[src/sv/sbde_pkg.sv]
package sbde_pkg;

   localparam int DATA_W  = 16;
   localparam int INSTR_W = 16;
   localparam int FIELD_W = 3;

   typedef logic [DATA_W-1:0] data_type;

   // Format R opcodes, bits 14:9.
   localparam logic [5:0] OP_ADD = 6'd0;
   localparam logic [5:0] OP_SUB = 6'd1;
   localparam logic [5:0] OP_MUL = 6'd2;
   localparam logic [5:0] OP_DIV = 6'd3;
   localparam logic [5:0] OP_EQ  = 6'd4;
   localparam logic [5:0] OP_NE  = 6'd5;

   // Format I opcode, bits 14:13.
   localparam logic [1:0] OP_MOVI = 2'd0;

   localparam logic FMT_R = 1'b0;

   typedef struct packed {
      logic     start;
      data_type dividend;
      data_type divisor;
   } div_req_type;

   typedef struct packed {
      logic     done;
      data_type quotient;
   } div_rsp_type;

endpackage

[src/sv/sbde_ram.sv]
module sbde_ram #(
   parameter int WIDTH = 16,
   parameter int DEPTH = 8
) (
   input  logic                     clock,
   input  logic                     wr_en,
   input  logic [$clog2(DEPTH)-1:0] wr_addr,
   input  logic [WIDTH-1:0]         wr_data,
   input  logic [$clog2(DEPTH)-1:0] rd_addr,
   output logic [WIDTH-1:0]         rd_data
);

   logic [WIDTH-1:0] mem [DEPTH];
   logic [WIDTH-1:0] rd_data_ff;

   always_ff @(posedge clock) begin
      if (wr_en) begin
         mem[wr_addr] <= wr_data;
      end
      rd_data_ff <= mem[rd_addr];
   end

   assign rd_data = rd_data_ff;

endmodule

[src/sv/sbde_div.sv]
module sbde_div (
   input  logic                 clock,
   input  logic                 reset,
   input  sbde_pkg::div_req_type div_req,
   output sbde_pkg::div_rsp_type div_rsp
);

   localparam int W     = sbde_pkg::DATA_W;
   localparam int CNT_W = $clog2(W);

   logic             busy_ff;
   logic             done_ff;
   logic [CNT_W-1:0] cnt_ff;
   logic [W-1:0]     rem_ff;
   logic [W-1:0]     quo_ff;
   logic [W-1:0]     dsr_ff;
   logic [W:0]       shifted;
   logic [W+1:0]     diff;
   logic             fits;

   // One quotient bit per cycle, restoring method.
   always_comb begin
      shifted = {rem_ff, quo_ff[W-1]};
      diff    = {1'b0, shifted} - {2'b00, dsr_ff};
      fits    = ~diff[W+1];
   end

   always_ff @(posedge clock) begin
      if (reset) begin
         busy_ff <= 1'b0;
         done_ff <= 1'b0;
      end else begin
         done_ff <= 1'b0;
         if (div_req.start) begin
            busy_ff <= 1'b1;
         end else if (busy_ff && (cnt_ff == '0)) begin
            busy_ff <= 1'b0;
            done_ff <= 1'b1;
         end
      end
   end

   always_ff @(posedge clock) begin
      if (div_req.start) begin
         cnt_ff <= CNT_W'(W - 1);
         rem_ff <= '0;
         quo_ff <= div_req.dividend;
         dsr_ff <= div_req.divisor;
      end else if (busy_ff) begin
         cnt_ff <= cnt_ff - 1'b1;
         rem_ff <= fits ? diff[W-1:0] : shifted[W-1:0];
         quo_ff <= {quo_ff[W-2:0], fits};
      end
   end

   assign div_rsp.done     = done_ff;
   assign div_rsp.quotient = quo_ff;

endmodule

[src/sv/sixteen_bit_decode_execute.sv]
// Channel  Direction  Ports                                              Handshake
// req      in         req_instr_word                                     req_valid/req_ready
// rsp      out        rsp_dest_index rsp_write_value rsp_wrote           rsp_valid/rsp_ready
//                     rsp_div_zero
//
// One word is in flight at a time. A non-divide word passes through register
// read, execute and write-back before the next word is accepted.
// A divide with a nonzero divisor also waits for the bit-serial divider, which
// produces one quotient bit per cycle.
// Reset clears the register file through per-entry valid bits.
// A stalled result waits in the output register while the next word is read.
module sixteen_bit_decode_execute #(
   parameter int REG_COUNT = 8
) (
   input  logic        clock,
   input  logic        reset,
   input  logic        req_valid,
   output logic        req_ready,
   input  logic [15:0] req_instr_word,
   output logic        rsp_valid,
   input  logic        rsp_ready,
   output logic [2:0]  rsp_dest_index,
   output logic [15:0] rsp_write_value,
   output logic        rsp_wrote,
   output logic        rsp_div_zero
);

   localparam int IDX_W = $clog2(REG_COUNT);
   localparam int W     = sbde_pkg::DATA_W;

   typedef enum logic [1:0] {
      ST_IDLE,
      ST_READ,
      ST_DIV,
      ST_FIN
   } state_type;

   state_type                        state_ff;
   logic [sbde_pkg::INSTR_W-1:0]     instr_ff;
   logic [REG_COUNT-1:0]             valid_ff;
   logic                             va_ok_ff;
   logic                             vb_ok_ff;
   logic [sbde_pkg::FIELD_W-1:0]     dest_ff;
   sbde_pkg::data_type               val_ff;
   logic                             wr_ff;
   logic                             dz_ff;
   logic                             rsp_valid_ff;
   logic [sbde_pkg::FIELD_W-1:0]     rsp_dest_ff;
   sbde_pkg::data_type               rsp_val_ff;
   logic                             rsp_wr_ff;
   logic                             rsp_dz_ff;

   logic [IDX_W-1:0]                 ra_idx;
   logic [IDX_W-1:0]                 rb_idx;
   sbde_pkg::data_type               ram_a_q;
   sbde_pkg::data_type               ram_b_q;
   sbde_pkg::data_type               op_a;
   sbde_pkg::data_type               op_b;
   logic [2*W-1:0]                   prod;
   logic [sbde_pkg::FIELD_W-1:0]     ex_dest;
   sbde_pkg::data_type               ex_val;
   logic                             ex_wr;
   logic                             ex_dz;
   logic                             ex_div_go;
   logic                             accept;
   logic                             retire;
   logic                             ram_we;
   sbde_pkg::div_req_type            div_req;
   sbde_pkg::div_rsp_type            div_rsp;

   assign req_ready = (state_ff == ST_IDLE);
   assign accept    = req_valid && req_ready;
   assign retire    = (state_ff == ST_FIN) && (!rsp_valid_ff || rsp_ready);
   assign ram_we    = retire && wr_ff;

   assign ra_idx = req_instr_word[3 +: IDX_W];
   assign rb_idx = req_instr_word[0 +: IDX_W];

   // Two copies of the register file give two read ports.
   sbde_ram #(.WIDTH(W), .DEPTH(REG_COUNT)) u_ram_a (
      .clock   (clock),
      .wr_en   (ram_we),
      .wr_addr (dest_ff[IDX_W-1:0]),
      .wr_data (val_ff),
      .rd_addr (ra_idx),
      .rd_data (ram_a_q)
   );

   sbde_ram #(.WIDTH(W), .DEPTH(REG_COUNT)) u_ram_b (
      .clock   (clock),
      .wr_en   (ram_we),
      .wr_addr (dest_ff[IDX_W-1:0]),
      .wr_data (val_ff),
      .rd_addr (rb_idx),
      .rd_data (ram_b_q)
   );

   always_comb begin
      op_a      = va_ok_ff ? ram_a_q : '0;
      op_b      = vb_ok_ff ? ram_b_q : '0;
      prod      = op_a * op_b;
      ex_val    = '0;
      ex_wr     = 1'b0;
      ex_dz     = 1'b0;
      ex_div_go = 1'b0;
      if (instr_ff[15] == sbde_pkg::FMT_R) begin
         ex_dest = instr_ff[8:6];
         ex_wr   = 1'b1;
         unique case (instr_ff[14:9])
            sbde_pkg::OP_ADD: ex_val = op_a + op_b;
            sbde_pkg::OP_SUB: ex_val = op_a - op_b;
            sbde_pkg::OP_MUL: ex_val = prod[W-1:0];
            sbde_pkg::OP_DIV: begin
               if (op_b == '0) begin
                  ex_val = '1;
                  ex_dz  = 1'b1;
               end else begin
                  ex_div_go = 1'b1;
               end
            end
            sbde_pkg::OP_EQ: ex_val = W'(op_a == op_b);
            sbde_pkg::OP_NE: ex_val = W'(op_a != op_b);
            default: ex_wr = 1'b0;
         endcase
      end else begin
         ex_dest = instr_ff[12:10];
         if (instr_ff[14:13] == sbde_pkg::OP_MOVI) begin
            ex_val = W'(instr_ff[9:0]);
            ex_wr  = 1'b1;
         end
      end
   end

   always_comb begin
      div_req.start    = (state_ff == ST_READ) && ex_div_go;
      div_req.dividend = op_a;
      div_req.divisor  = op_b;
   end

   sbde_div u_div (
      .clock   (clock),
      .reset   (reset),
      .div_req (div_req),
      .div_rsp (div_rsp)
   );

   always_ff @(posedge clock) begin
      if (reset) begin
         state_ff     <= ST_IDLE;
         valid_ff     <= '0;
         rsp_valid_ff <= 1'b0;
      end else begin
         if (retire) begin
            rsp_valid_ff <= 1'b1;
         end else if (rsp_ready) begin
            rsp_valid_ff <= 1'b0;
         end
         unique case (state_ff)
            ST_IDLE: begin
               if (accept) begin
                  instr_ff <= req_instr_word;
                  va_ok_ff <= valid_ff[ra_idx];
                  vb_ok_ff <= valid_ff[rb_idx];
                  state_ff <= ST_READ;
               end
            end
            ST_READ: begin
               dest_ff  <= ex_dest;
               val_ff   <= ex_val;
               wr_ff    <= ex_wr;
               dz_ff    <= ex_dz;
               state_ff <= ex_div_go ? ST_DIV : ST_FIN;
            end
            ST_DIV: begin
               if (div_rsp.done) begin
                  val_ff   <= div_rsp.quotient;
                  state_ff <= ST_FIN;
               end
            end
            ST_FIN: begin
               if (retire) begin
                  rsp_dest_ff  <= dest_ff;
                  rsp_val_ff   <= val_ff;
                  rsp_wr_ff    <= wr_ff;
                  rsp_dz_ff    <= dz_ff;
                  if (wr_ff) begin
                     valid_ff[dest_ff[IDX_W-1:0]] <= 1'b1;
                  end
                  state_ff <= ST_IDLE;
               end
            end
            default: state_ff <= ST_IDLE;
         endcase
      end
   end

   assign rsp_valid       = rsp_valid_ff;
   assign rsp_dest_index  = rsp_dest_ff;
   assign rsp_write_value = rsp_val_ff;
   assign rsp_wrote       = rsp_wr_ff;
   assign rsp_div_zero    = rsp_dz_ff;

   a_dz_forces_ones: assert property (@(posedge clock) disable iff (reset)
      rsp_valid && rsp_div_zero |-> rsp_wrote && (rsp_write_value == '1))
      else $error("divide-by-zero word without an all-ones write");

   a_nowrite_zero: assert property (@(posedge clock) disable iff (reset)
      rsp_valid && !rsp_wrote |-> (rsp_write_value == '0) && !rsp_div_zero)
      else $error("word without a write carries a nonzero value");

   a_div_done_in_div: assert property (@(posedge clock) disable iff (reset)
      div_rsp.done |-> (state_ff == ST_DIV))
      else $error("divider finished outside the divide wait");

   a_one_in_flight: assert property (@(posedge clock) disable iff (reset)
      accept |=> !req_ready)
      else $error("second word accepted while one is in flight");

endmodule
[config.mk]
export PLATFORM = sky130hd
export DESIGN_NAME = sixteen_bit_decode_execute
export DESIGN_NICKNAME = d
export VERILOG_FILES = /design/src/sv/sbde_pkg.sv /design/src/sv/sbde_ram.sv /design/src/sv/sbde_div.sv /design/src/sv/sixteen_bit_decode_execute.sv
export SDC_FILE = /design/constraint.sdc
export NUM_CORES = 1
export LEC_CHECK = 0
export CAP_MARGIN = 25
export CORE_MARGIN = 5
export CORE_UTILIZATION = 45
export DETAILED_ROUTE_END_ITERATION = 7
export DONT_BUFFER_PORTS = 1
export GPL_ROUTABILITY_DRIVEN = 0
export GPL_TIMING_DRIVEN = 0
export HOLD_SLACK_MARGIN = 0.02
export SLEW_MARGIN = 40
export SYNTH_ARGS = -nofsm -noshare
export SYNTH_HDL_FRONTEND = slang
export SYNTH_SLANG_ARGS = --single-unit
[constraint.sdc]
create_clock -name clock -period 11.3 [get_ports clock]
set_clock_uncertainty 0.1 [all_clocks]
set_input_delay 0.565 -clock clock [delete_from_list [all_inputs] [get_ports clock]]
set_output_delay 0.565 -clock clock [all_outputs]
set_load 0.05 [all_outputs]
Yosys cells after proc, flatten, opt, wreduce, memory -nomap -nowiden. Memories as Yosys holds them, arrays and structs flattened. A register that Yosys moved wholly into a read port is not among the register bits. Cells that the tools add are included.

Add/sub/neg operators: 4. Multiply operators: 1. $lt $le $gt $ge: 4. Equal/unequal tests: 13. Multiplexer cells: 37. Bitwise gates (word level): 4. Reductions and logical operators: 26.

Operator list (number): $mux 16 (8); $pmux 16 s6 (1); $pmux 16 s2 (1); $mux 1 (18); $sub 17x16->18 (1); $add 16x16->16 (1); $eq 16x16->1 (1); $logic_not 16->1 (1); $mul 16x16->16 (1); $ne 16x16->1 (1); $sub 16x16->16 (1); $reduce_and 3->1 (5); $eq 6x2->1 const B (2); $eq 6x3->1 const B (2); $lt 3x4->1 const B (3); $mux 10 (1); $or 8x8->8 (1); $pmux 2 s4 (1); $reduce_bool 2->1 (4); $bmux 1 s3 (2); $eq 6x1->1 const B (1); $logic_and 1x1->1 (6); $logic_not 6->1 (1); $mux 2 (3); 16 further kinds (22).

Flip-flop bits (word level): 125. Bits in writable memories: 256. Bits of input ports: 20. Output and inout bits: 23. Word-level logic and storage cells: 111. Memories kept: 2.

Memory list: u_ram_a.mem (words 8, width 16, rd ports 1, clocked after memory_dff 1, wr ports 1, RTL line sbde_ram.sv:13) `logic [WIDTH-1:0] mem [DEPTH];`; u_ram_b.mem (words 8, width 16, rd ports 1, clocked after memory_dff 1, wr ports 1, RTL line sbde_ram.sv:13).

Logic depth before layout (Yosys ltp). Gate-level depths: netlist of run 1.

Depth after elaboration: 7. Depth in mapped cells: 27. Depth with buffers taken out: 24.

By module. Synthesis of run 1 repeated with hierarchy kept, for this count alone.

Cell total of the unflattened synthesis: 1676. Area, all modules: 22102.4 µm².

By module, submodules not included: sbde_ram (times used 2, cells an instance 214, area an instance 5293.8 µm², seq. area each 4164.0 µm²); sixteen_bit_decode_execute (times used 1, cells an instance 958, area an instance 8501.9 µm², seq. area each 2021.9 µm²); sbde_div (times used 1, cells an instance 290, area an instance 3012.9 µm², seq. area each 1401.3 µm²).

Worst setup path after synthesis of run 1. No wires, ideal clock.

Path type: flip-flop to flip-flop. From: register va_ok_ff. To: register val_ff[13] (data pin). Library setup time: 0.256 ns. Data arrival time: 5.670 ns. Data required time: 10.944 ns. Path slack: 5.274 ns. Cell stages (with the launch flop): 23. Buffers on the path: 3. Period minus slack after synthesis: 6.026 ns. Cells stage by stage: edfxtp_1 > buf_6 > clkbuf_1 > and2_1 > clkbuf_1 > clkinv_1 > nor2_1 > fa_1 > fa_1 > ha_1 > fa_1 > inv_1 > fa_1 > fa_1 > inv_1 > ha_1 > or2_2 > a21oi_1 > a21oi_1 > a31oi_1 > xor2_1 > o221ai_1 > a22o_1.

Cells in the longest elaborated chain, start to end: 5. Elaborated cells between the ends (all ways): 7. Classes of those cells: add/sub: 2; mul: 1; mux: 4.

RTL lines: from (decl) (RTL line sixteen_bit_decode_execute.sv:41) `logic va_ok_ff;`; from (signal assigned) (RTL line sixteen_bit_decode_execute.sv:162) `va_ok_ff <= valid_ff[ra_idx];`; $mux 16 (*) (RTL line sixteen_bit_decode_execute.sv:99) `op_a = va_ok_ff ? ram_a_q : '0;`; $mul 16x16->16, or another cell as far along (RTL line sixteen_bit_decode_execute.sv:101) `prod = op_a * op_b;`; $pmux 16 s6 (*) (RTL line sixteen_bit_decode_execute.sv:109) `unique case (instr_ff[14:9])`; $mux 16 (*) (RTL line sixteen_bit_decode_execute.sv:106) `if (instr_ff[15] == sbde_pkg::FMT_R) begin`; $pmux 16 s2 (*) (RTL line sixteen_bit_decode_execute.sv:158) `unique case (state_ff)`; to (signal assigned) (RTL line sixteen_bit_decode_execute.sv:169) `val_ff <= ex_val;`; to (signal assigned) (RTL line sixteen_bit_decode_execute.sv:176) `val_ff <= div_rsp.quotient;`; to (decl) (RTL line sixteen_bit_decode_execute.sv:44) `sbde_pkg::data_type val_ff;`.

Mark *: on every way between the ends. The rest lies on a longest branch, timed or not. A chain may end at the register's enable or synchronous reset.

Worst setup path after layout of run 1.
From: register va_ok_ff. To: register val_ff[15] (data pin).

Same word-level chain as after synthesis.

==> results of run 1 <==
## path summary, 6_finish.rpt
kind	startpoint	endpoint	slack [ns]
min reg2reg	dz_ff$_SDFFCE_PP0P_	rsp_div_zero$_DFFE_PP_	0.37
max reg2reg	va_ok_ff$_DFFE_PP_	val_ff[15]$_DFFE_PP_	3.42
min	rsp_ready	rsp_valid$_SDFFE_PP0P_	0.13
max	va_ok_ff$_DFFE_PP_	val_ff[15]$_DFFE_PP_	3.42
## power by group
group / internal, mW / total, mW / switching (mW) / leakage, nW
registers: 1.24 / 1.34 / 0.0909 / 2.54
clock network: 0.536 / 0.943 / 0.406 / 0.473
logic: 0.288 / 0.750 / 0.462 / 4.71
total: 2.07 / 3.03 / 0.959 / 7.72
## logic make-up after synthesis
kind of cell               after synthesis  share of synthesized area
and+or+nand+nor                        400                     0.1026
DFF                                    285                     0.4471
muxes                                  121                     0.1192
adders and majority gates              185                     0.1657
AOI/OAI and AO/OA                      215                    0.07605
buffers and inverters                  243                    0.05433
xor gates and xnor gates                66                    0.03502
## worst max-delay path: stages (launching register included)
cell and delay, ns:
edfxtp_1 0.46, buf_6 0.18, clkbuf_1 0.31, and2_1 0.19, clkbuf_1 0.56, clkinv_1 0.74
nor2_1 0.31, fa_1 0.47, fa_1 0.47, ha_1 0.21, fa_1 0.48, inv_1 0.06
fa_1 0.50, fa_1 0.51, inv_1 0.05, ha_1 0.28, o21a_1 0.16, a21bo_2 0.25
a21oi_1 0.29, a31oi_1 0.17, o21ai_0 0.48, xnor2_1 0.18, nand2_1 0.07, a31oi_1 0.19
## registers in the layout (all words and copies together), names as in the netlist, 3 cells and up
name and count:
u_ram_b.mem 112, instr_ff 16, rsp_write_value 16, u_div.dsr_ff 16, u_div.quo_ff 16, u_div.rem_ff 16, u_ram_a.mem 16, u_ram_a.rd_data 16
u_ram_b.rd_data 16, val_ff 16, valid_ff 8, u_div.cnt_ff 4, dest_ff 3, rsp_dest_index 3
## area by class of cell
type	count	area (um^2)	share of cell area
multi-input combinational	987	8905	0.4510
timing repair buffer	32	372.9	0.01888
buffer	62	282.8	0.01432
clock buffer	37	817.0	0.04138
clock inverter	17	131.4	0.006654
inverter	181	679.4	0.03441
sequential	285	7908	0.4005
tap	518	648.1	0.03283
## synthesized netlist by cell type (5+ instances only)
master	n	share of area
a21o_1	5	0.0021
a21oi_1	59	0.017
a22oi_1	7	0.0030
a31oi_1	5	0.0018
and2_1	6	0.0021
buf_2	11	0.0031
clkbuf_1	43	0.0091
dfxtp_1	65	0.074
edfxtp_1	220	0.37
fa_1	82	0.093
ha_1	103	0.073
inv_1	179	0.038
mux2_2	37	0.024
mux2i_1	16	0.0091
mux4_2	68	0.087
nand2_1	141	0.030
nand2b_1	20	0.0071
nand3_1	15	0.0042
nand4_1	9	0.0032
nor2_1	136	0.029
nor2b_1	11	0.0039
nor3_1	17	0.0048
nor3b_1	7	0.0030
nor4_1	7	0.0025
o211ai_1	5	0.0021
o21a_1	10	0.0042
o21ai_0	69	0.020
o21ai_1	7	0.0020
o221ai_1	5	0.0025
or3_1	8	0.0028
xnor2_1	44	0.022
xor2_1	19	0.0094
## layer usage
layer	global-route usage	part of all wire	vias up
met1	0.3074	0.44	5977
met5	0	0	-
met2	0.3433	0.46	474
met4	0.04009	0.020	0
li1	-	-	5457
met3	0.03374	0.076	62
## per-stage QoR
step           hold WS [ns]  total power [mW]  std cells  setup WS [ns]  instance area [um^2]
5_1_grt              0.1089             3.175       2119          3.043                 19740
3_5_place_dp         0.3180             2.090       2049          3.507                 18630
6_report             0.1320             3.028       2119          3.425                 19740
3_3_place_gp         0.3502             2.073       2033          3.499                 18330
4_1_cts              0.1117             3.040       2119          3.424                 19740
2_1_floorplan        0.3003             1.847       1515          5.274                 17690
## layout by cell type, fill, tap and decap left out, drive strengths merged, types with 8 or more instances in the layout
| cell type | count |
|---|---|
| edfxtp | 220 |
| inv | 181 |
| nand2 | 143 |
| nor2 | 137 |
| ha | 103 |
| fa | 82 |
| clkbuf | 81 |
| o21ai | 77 |
| mux4 | 68 |
| dfxtp | 65 |
| a21oi | 60 |
| xnor2 | 44 |
| mux2 | 37 |
| buf | 34 |
| nand2b | 20 |
| xor2 | 19 |
| nor3 | 18 |
| mux2i | 16 |
| dlygate4sd3 | 16 |
| nand3 | 15 |
| clkinv | 14 |
| nor2b | 11 |
| o21a | 10 |
| nand4 | 9 |
| or3 | 8 |
| nor3b | 8 |
==> flow_summary.yaml, run 1 <==
grt:
  antenna_found_initial: 1
  grt_start_max_net_pins: 23
  grt_pass1_wl_um: 71750
  grt_pass1_vias: 12210
  track_usage: 0.2119
  grt-ovfl-total: 0
timing:
  max_slew_margin: 0.4235
  tightest_slew_ns: 0.8648
  finalCritPeriodShare: 0.6969
  tns_ns: 0
  hold_viol: 0
  finalSetupViolCount: 0
  rsz0062_at_grt: "no"
  drv_slew: 0
  max_freq_mhz: 127.0
  period_needed_ns: 7.875
clock_tree:
  cts.repair.resized: 0
  hold_buffers: 16
  clk_pin_slew_ns: 0.06
  clockRootBuffer: "clkbuf_16"
  cts_setup_buffers: 0
  cts_htree_levels: 1
  cts.sinks: 285
  insertion_delay_ns: 0.56
  cts_max_path_buffers: 3
  cts_made_buffers: 29
  cts_tree: "built"
detailed_routing:
  wl_per_cell_um: 22.02
  dr.pass1.iters: 5
  antenna_left: 0
  dr.first_iter.drc_count: 1127
  via_count: 11970
  drc: 0
  vias_per_cell: 5.649
  wirelength_um: 46660
floorplanning:
  std_cell_rows: 72
  io_pins: 43
  core_area_mm2: 0.03874
  die-area_mm2: 0.04337
  start_util: 0.4566
  die_h_um: 208.2
  die_w_um: 208.2
outcome:
  status: "complete, no violations"
placed_design:
  numPortBuffers: 0
  dp.final_hpwl_um: 35320
logic_synthesis:
  synthDistinctLibCells: 75
  seq_area_frac_synth: 0.4471
  synth_cells: 1515
  ys_ff_latch: 285
  async_reset_ff_frac: 0
  yosysWarningCount: 0
  synth_edf_count: 220
  synth_fp_nets: 1720
  avgSynthCellArea_um2: 11.67
  synth_area_mm2: 0.01769
  synthFlopType: "edfxtp_1"
power:
  leakage_nw: 7.721
  power_density_mw_per_mm2: 153.4
  vdd_drop_max_uv: 161.1
job:
  cap_violations: 0
final_layout:
  finish.utilization: 0.5097
  num_antenna_cells: 0
  final_net_count: 1783
  final_layout_size_suffix_gt1_frac: 0.1380
  n_fill_cell: 3418
  syn2layout_area_growth_pct: 11.64
worst_setup_path:
  arrival_ns: 8.15
  critPathKind: "reg -> reg"
  crit_fanout: 11
  required_ns: 11.58
  worstRegToRegCells: 23
  critPathLaunchType: "register"
  endpoint_kind: "register"
min_path:
  worst_hold_path_type: "in -> reg"
  worst_hold_path.num_cells: 3
Power figures use the tool's default switching activity.
==> inputs of run 2 (changes only) <==
==> constraint.sdc (replaced) <==
create_clock -name clock -period 6.3 [get_ports clock]
set_clock_uncertainty 0.1 [all_clocks]
set_input_delay 0.315 -clock clock [delete_from_list [all_inputs] [get_ports clock]]
set_output_delay 0.315 -clock clock [all_outputs]
set_load 0.05 [all_outputs]
==> run 2 against run 1 <==
Effect of this change:
- cell area grew 3.8%
- maximum frequency grew 27%
- worst setup slack lost 3.3 ns
- critical path type unchanged
- hold slack lost 0.082 ns
- routed wire length grew 2.2%
==> flow_summary.yaml, run 2 (same netlist as run 1, synthesis figures left out) <==
floorplanning:
  std_cell_rows: 72
  io_pins: 43
  die_h_um: 208.2
  start_util: 0.4566
  core_area_mm2: 0.03874
  die_w_um: 208.2
  die-area_mm2: 0.04337
placed_design:
  numPortBuffers: 0
  dp.final_hpwl_um: 35320
  dp_worst_setup_slack_ns: -1.493
worst_setup_path:
  cpMaxStageDelayCell: "fa_1"
  path_cells: "buf_6 -> buf_12 -> nand2_8 -> clkinvlp_4 -> buf_4 -> nand2_1 -> fa_1 -> fa_1 -> inv_1 -> fa_1 -> fa_1 -> fa_1 -> inv_1 -> fa_1 -> inv_1 -> ha_4 -> a21o_1 -> a31oi_4 -> xor2_2 -> o221ai_2 -> a22o_1"
  crit_fanout: 6
  timing.critical_path.mode_cell: "fa_1"
  critPathLaunchType: "register"
  required_ns: 6.50
  endpoint_kind: "register"
  critPathMaxStageDelay_ns: 0.54
  critPathKind: "reg -> reg"
  arrival_ns: 6.42
power:
  switching_power_mw: 1.794
  p_int_mw: 3.789
  p_comb_frac: 0.267
  vdd_drop_max_uv: 288.9
  seqPwrFrac: 0.430
  pwr-share-clk: 0.304
  leakage_nw: 7.960
  swShare: 0.3214
  power_density_mw_per_mm2: 272.3
grt:
  grt_pass1_wl_um: 72590
  track_usage: 0.2145
  grt_start_max_net_pins: 23
  grt_pass1_vias: 12330
  antenna_found_initial: 0
  grt-ovfl-total: 0
timing:
  period_needed_ns: 6.220
  finalCritPeriodShare: 0.9873
  hold_viol: 0
  max_freq_mhz: 160.8
  tightest_slew_ns: 0.8638
  drv_slew: 0
  tns_ns: 0
  worst_slack_ns: 0.08019
  finalSetupViolCount: 0
  fin_hold_ws_ns: 0.04998
  max_slew_margin: 0.4241
detailed_routing:
  vias_per_cell: 5.654
  dr.first_iter.drc_count: 1158
  dr.pass1.iters: 5
  wl_per_cell_um: 22.11
  wirelength_um: 47710
  drc: 0
  antenna_left: 0
  via_count: 12200
final_layout:
  n_fill_cell: 3337
  top_register: "u_ram_b.mem"
  num_antenna_cells: 0
  syn2layout_area_growth_pct: 15.93
  final_net_count: 1822
  largest_reg_flops: 112
  most-common-layout-cells: "220 x edfxtp_1, 162 x inv_1, 128 x nor2_1, 127 x nand2_1, 99 x ha_1"
  final_layout_size_suffix_gt1_frac: 0.1982
  layout_commonest_cell: "edfxtp_1"
clock_tree:
  clk_pin_slew_ns: 0.07
  cts.sinks: 285
  insertion_delay_ns: 0.56
  cts_tree: "built"
  cts_max_path_buffers: 3
  cts_made_buffers: 29
  cts_htree_levels: 1
  clockRootBuffer: "clkbuf_16"
outcome:
  status: "complete, no violations"
job:
  cap_violations: 0
min_path:
  worst_hold_path_type: "in -> reg"
run 2: final timing paths:
check,from,end,slack [ns],cells after the start
worst max-delay path,vb_ok_ff$_DFFE_PP_,val_ff[13]$_DFFE_PP_,0.08,21
worst min-delay path,req_valid,instr_ff[5]$_DFFE_PP_,0.05,2
worst min register to register,dz_ff$_SDFFCE_PP0P_,rsp_div_zero$_DFFE_PP_,0.37,0
worst max register to register,vb_ok_ff$_DFFE_PP_,val_ff[13]$_DFFE_PP_,0.08,21
run 2: power groups by stage:
stage / Sequential, mW / Combinational (mW) / Clock, mW
after floorplan: 2.37 / 0.946 / 0
after global placement: 2.43 / 1.29 / 0
after detailed placement: 2.43 / 1.32 / 0
after CTS: 2.40 / 1.40 / 1.72
after global routing: 2.42 / 1.62 / 1.80
final: 2.40 / 1.49 / 1.69
run 2: worst max-delay path, delay by kind of cell (launching register included):
family	cells	cell delay [ns]
adder cells (fa/ha/maj)	7	3.19
buffers and inverters	7	0.90
AO/OA/AOI/OAI	4	0.83
flip-flops	1	0.50
XOR/XNOR	1	0.25
AND/OR/NAND/NOR	2	0.19
run 2: what timing repair did:
item,in CTS,in global routing
gates cloned,0,1
resized for setup,66,48
setup buffers,13,28
endpoints found under the hold margin,17,0
hold buffers,17,0
pin swaps,10,23
endpoints found under the setup margin,9,7
run 2: metrics by stage:
stage | instances | utilization | area [um^2] | power, mW
after global placement | 2033 | 0.4733 | 18330 | 3.718
after detailed placement | 2049 | 0.4810 | 18630 | 3.749
after global routing | 2158 | 0.5293 | 20500 | 5.843
final | 2158 | 0.5293 | 20500 | 5.584
after floorplan | 1515 | - | 17690 | 3.313
after CTS | 2129 | 0.5182 | 20070 | 5.515
run 2: final cells by class:
type / instances / area [um^2] / share of cell area
multi-input combinational: 987 / 9250 / 0.4512
inverter: 181 / 721.9 / 0.03521
clock inverter: 17 / 131.4 / 0.006408
clock buffer: 37 / 817.0 / 0.03985
timing repair buffer: 75 / 724.4 / 0.03533
buffer: 58 / 302.8 / 0.01477
tap: 518 / 648.1 / 0.03161
sequential: 285 / 7908 / 0.3857
run 2: per-layer routing:
layer | track usage | part of all wire
met1 | 0.3089 | 0.43
met2 | 0.3475 | 0.47
met3 | 0.03495 | 0.078
met4 | 0.04485 | 0.025
met5 | 0 | 0
==> inputs of run 3 (changes only) <==
--- a/config.mk
+++ b/config.mk
@@ -7,7 +7,7 @@
 export LEC_CHECK = 0
 export CAP_MARGIN = 25
 export CORE_MARGIN = 5
-export CORE_UTILIZATION = 45
+export CORE_UTILIZATION = 40
 export DETAILED_ROUTE_END_ITERATION = 7
 export DONT_BUFFER_PORTS = 1
 export GPL_ROUTABILITY_DRIVEN = 0
==> run 3 against run 2 <==
Effect of this change:
- sequential cell count did not move
- core utilization decreased by 5.7 points
- hold slack worse by 0.021 ns
- non-clock buffer count increased by 3
- first-iteration DRC count decreased by 5.2%
- critical path depth up 2
- largest power group unchanged
==> flow_summary.yaml, run 3 (same netlist as run 1, synthesis figures left out) <==
grt:
  grt_pass1_wl_um: 73330
  grt_pass1_vias: 12460
  track_usage: 0.1964
  grt-ovfl-total: 0
  grt_start_max_net_pins: 23
  antenna_found_initial: 1
final_layout:
  finalNonFillerCells: 2237
  num_antenna_cells: 0
  final_net_count: 1826
  final_layout_size_suffix_gt1_frac: 0.2097
  largest_reg_flops: 112
  syn2layout_area_growth_pct: 17.38
  most-common-layout-cells: "220 x edfxtp_1, 158 x inv_1, 128 x nor2_1, 122 x nand2_1, 95 x ha_1"
  top_register: "u_ram_b.mem"
  layout_commonest_cell: "edfxtp_1"
  n_fill_cell: 3952
clock_tree:
  cts.sinks: 285
  clockRootBuffer: "clkbuf_16"
  insertion_delay_ns: 0.57
  clk_pin_slew_ns: 0.06
  cts_htree_levels: 1
  cts_max_path_buffers: 3
  cts_tree: "built"
  cts_made_buffers: 30
floorplanning:
  io_pins: 43
  die_h_um: 220.3
  die-area_mm2: 0.04852
  core_area_mm2: 0.04393
  std_cell_rows: 77
  die_w_um: 220.3
  start_util: 0.4026
power:
  p_int_mw: 3.818
  power.total_mw: 5.649
  switching_power_mw: 1.832
  p_comb_frac: 0.263
  pwr-share-clk: 0.311
  seqPwrFrac: 0.426
  vdd_drop_max_uv: 250.9
  power_density_mw_per_mm2: 272.1
  swShare: 0.3242
  leakage_nw: 7.990
timing:
  drv_slew: 0
  hold_viol: 0
  period_needed_ns: 6.197
  max_freq_mhz: 161.4
  fin_hold_ws_ns: 0.02907
  finalCritPeriodShare: 0.9837
  max_slew_margin: 0.4284
  finalSetupViolCount: 0
  tightest_slew_ns: 0.8575
  rsz0062_at_grt: "yes"
  worst_slack_ns: 0.1026
worst_setup_path:
  path_cells: "buf_6 -> buf_12 -> nand2_8 -> inv_6 -> ha_4 -> inv_4 -> fa_1 -> fa_1 -> inv_1 -> fa_1 -> fa_1 -> inv_2 -> fa_1 -> fa_2 -> xnor2_2 -> xnor2_1 -> xnor2_1 -> xnor2_1 -> xnor2_1 -> xnor3_1 -> xnor2_1 -> nand2_1 -> a31oi_2"
  path_delay_family: "adder cells"
  cp.depth: 23
  crit_buf_inv: 6
  critPathMaxStageDelay_ns: 0.58
  required_ns: 6.61
  timing.rr.start: "va_ok_ff$_DFFE_PP_"
  worstRegToRegCells: 23
  critPathKind: "reg -> reg"
  cpMaxStageDelayCell: "fa_1"
  rrSetupSlack_ns: 0.10
  endpoint_kind: "register"
  arrival_ns: 6.50
  crit_fanout: 7
  r2r-end: "val_ff[15]$_DFFE_PP_"
  critPathLaunchType: "register"
detailed_routing:
  antenna_left: 0
  dr.pass1.iters: 6
  drc: 0
  wirelength_um: 48050
  wl_per_cell_um: 21.48
  vias_per_cell: 5.463
  via_count: 12220
  dr.first_iter.drc_count: 1098
job:
  cap_violations: 0
outcome:
  status: "complete, no violations"
placed_design:
  dp.final_hpwl_um: 35280
  numPortBuffers: 0
  dpl.cell_count: 2122
  dp_worst_setup_slack_ns: -1.434
min_path:
  worst_hold_path_type: "in -> reg"
  worst_hold_path.num_cells: 2
  worst_hold_path.endpoint: "instr_ff[2]$_DFFE_PP_"
  hp-start: "req_valid"
-- run 3: cell types whose count changed in the layout (fill, tap and decap cells not counted), sizes merged --
cell	delta
clkbuf	-1
inv	+5
buf	+3
clkinvlp	-1
clkinv	-1
-- run 3: per-stage QoR --
step           area [um^2]  setup TNS (ns)  utilization
6_report             20760               0       0.4725
3_5_place_dp         18710          -9.359       0.4258
5_1_grt              20760        -0.01077       0.4725
4_1_cts              20210               0       0.4601
2_1_floorplan        17690               0            -
3_3_place_gp         18430          -9.252       0.4194
-- run 3: metal layers --
metal  routed length, um  global-route usage
met4                1450             0.06491
met3                3161             0.02996
met5                   8                   0
met2               23090              0.3200
met1               20340              0.2715
-- run 3: how the worst max path moves through the flow --
stage                                  start              endpoint  slack, ns
final                     va_ok_ff$_DFFE_PP_  val_ff[15]$_DFFE_PP_       0.10
after global routing      va_ok_ff$_DFFE_PP_  val_ff[15]$_DFFE_PP_      -0.01
after CTS                 va_ok_ff$_DFFE_PP_  val_ff[12]$_DFFE_PP_      0.007
after detailed placement  va_ok_ff$_DFFE_PP_  val_ff[15]$_DFFE_PP_      -1.43
after global placement    va_ok_ff$_DFFE_PP_  val_ff[15]$_DFFE_PP_      -1.40
after floorplan           va_ok_ff$_DFFE_PP_  val_ff[13]$_DFFE_PP_       0.27
-- run 3: area by class of cell --
class | instances | area (um^2) | area share
plain buffers | 58 | 304.0 | 0.01465
clock buffers | 36 | 824.5 | 0.03972
clock inverters | 20 | 171.4 | 0.008257
inverters | 181 | 730.7 | 0.03520
multi-input cells | 987 | 9328 | 0.4493
flip-flops and latches | 285 | 7908 | 0.3809
well taps | 592 | 740.7 | 0.03568
repair buffers | 78 | 753.2 | 0.03628
-- run 3: power by group through the flow --
stage | clock, mW | combinational [mW] | sequential (mW)
2_1_floorplan | 0 | 0.946 | 2.37
3_3_place_gp | 0 | 1.28 | 2.43
3_5_place_dp | 0 | 1.31 | 2.44
4_1_cts | 1.78 | 1.38 | 2.40
5_1_grt | 1.86 | 1.62 | 2.42
6_report | 1.76 | 1.48 | 2.41
-- run 3: what timing repair did --
item	4_1_cts	5_1_grt
endpoints found under the setup margin	9	6
pin swaps	8	26
hold endpoints to repair	17	0
setup buffers	20	25
cloned	0	2
resized for setup	56	82
hold buffers	17	0
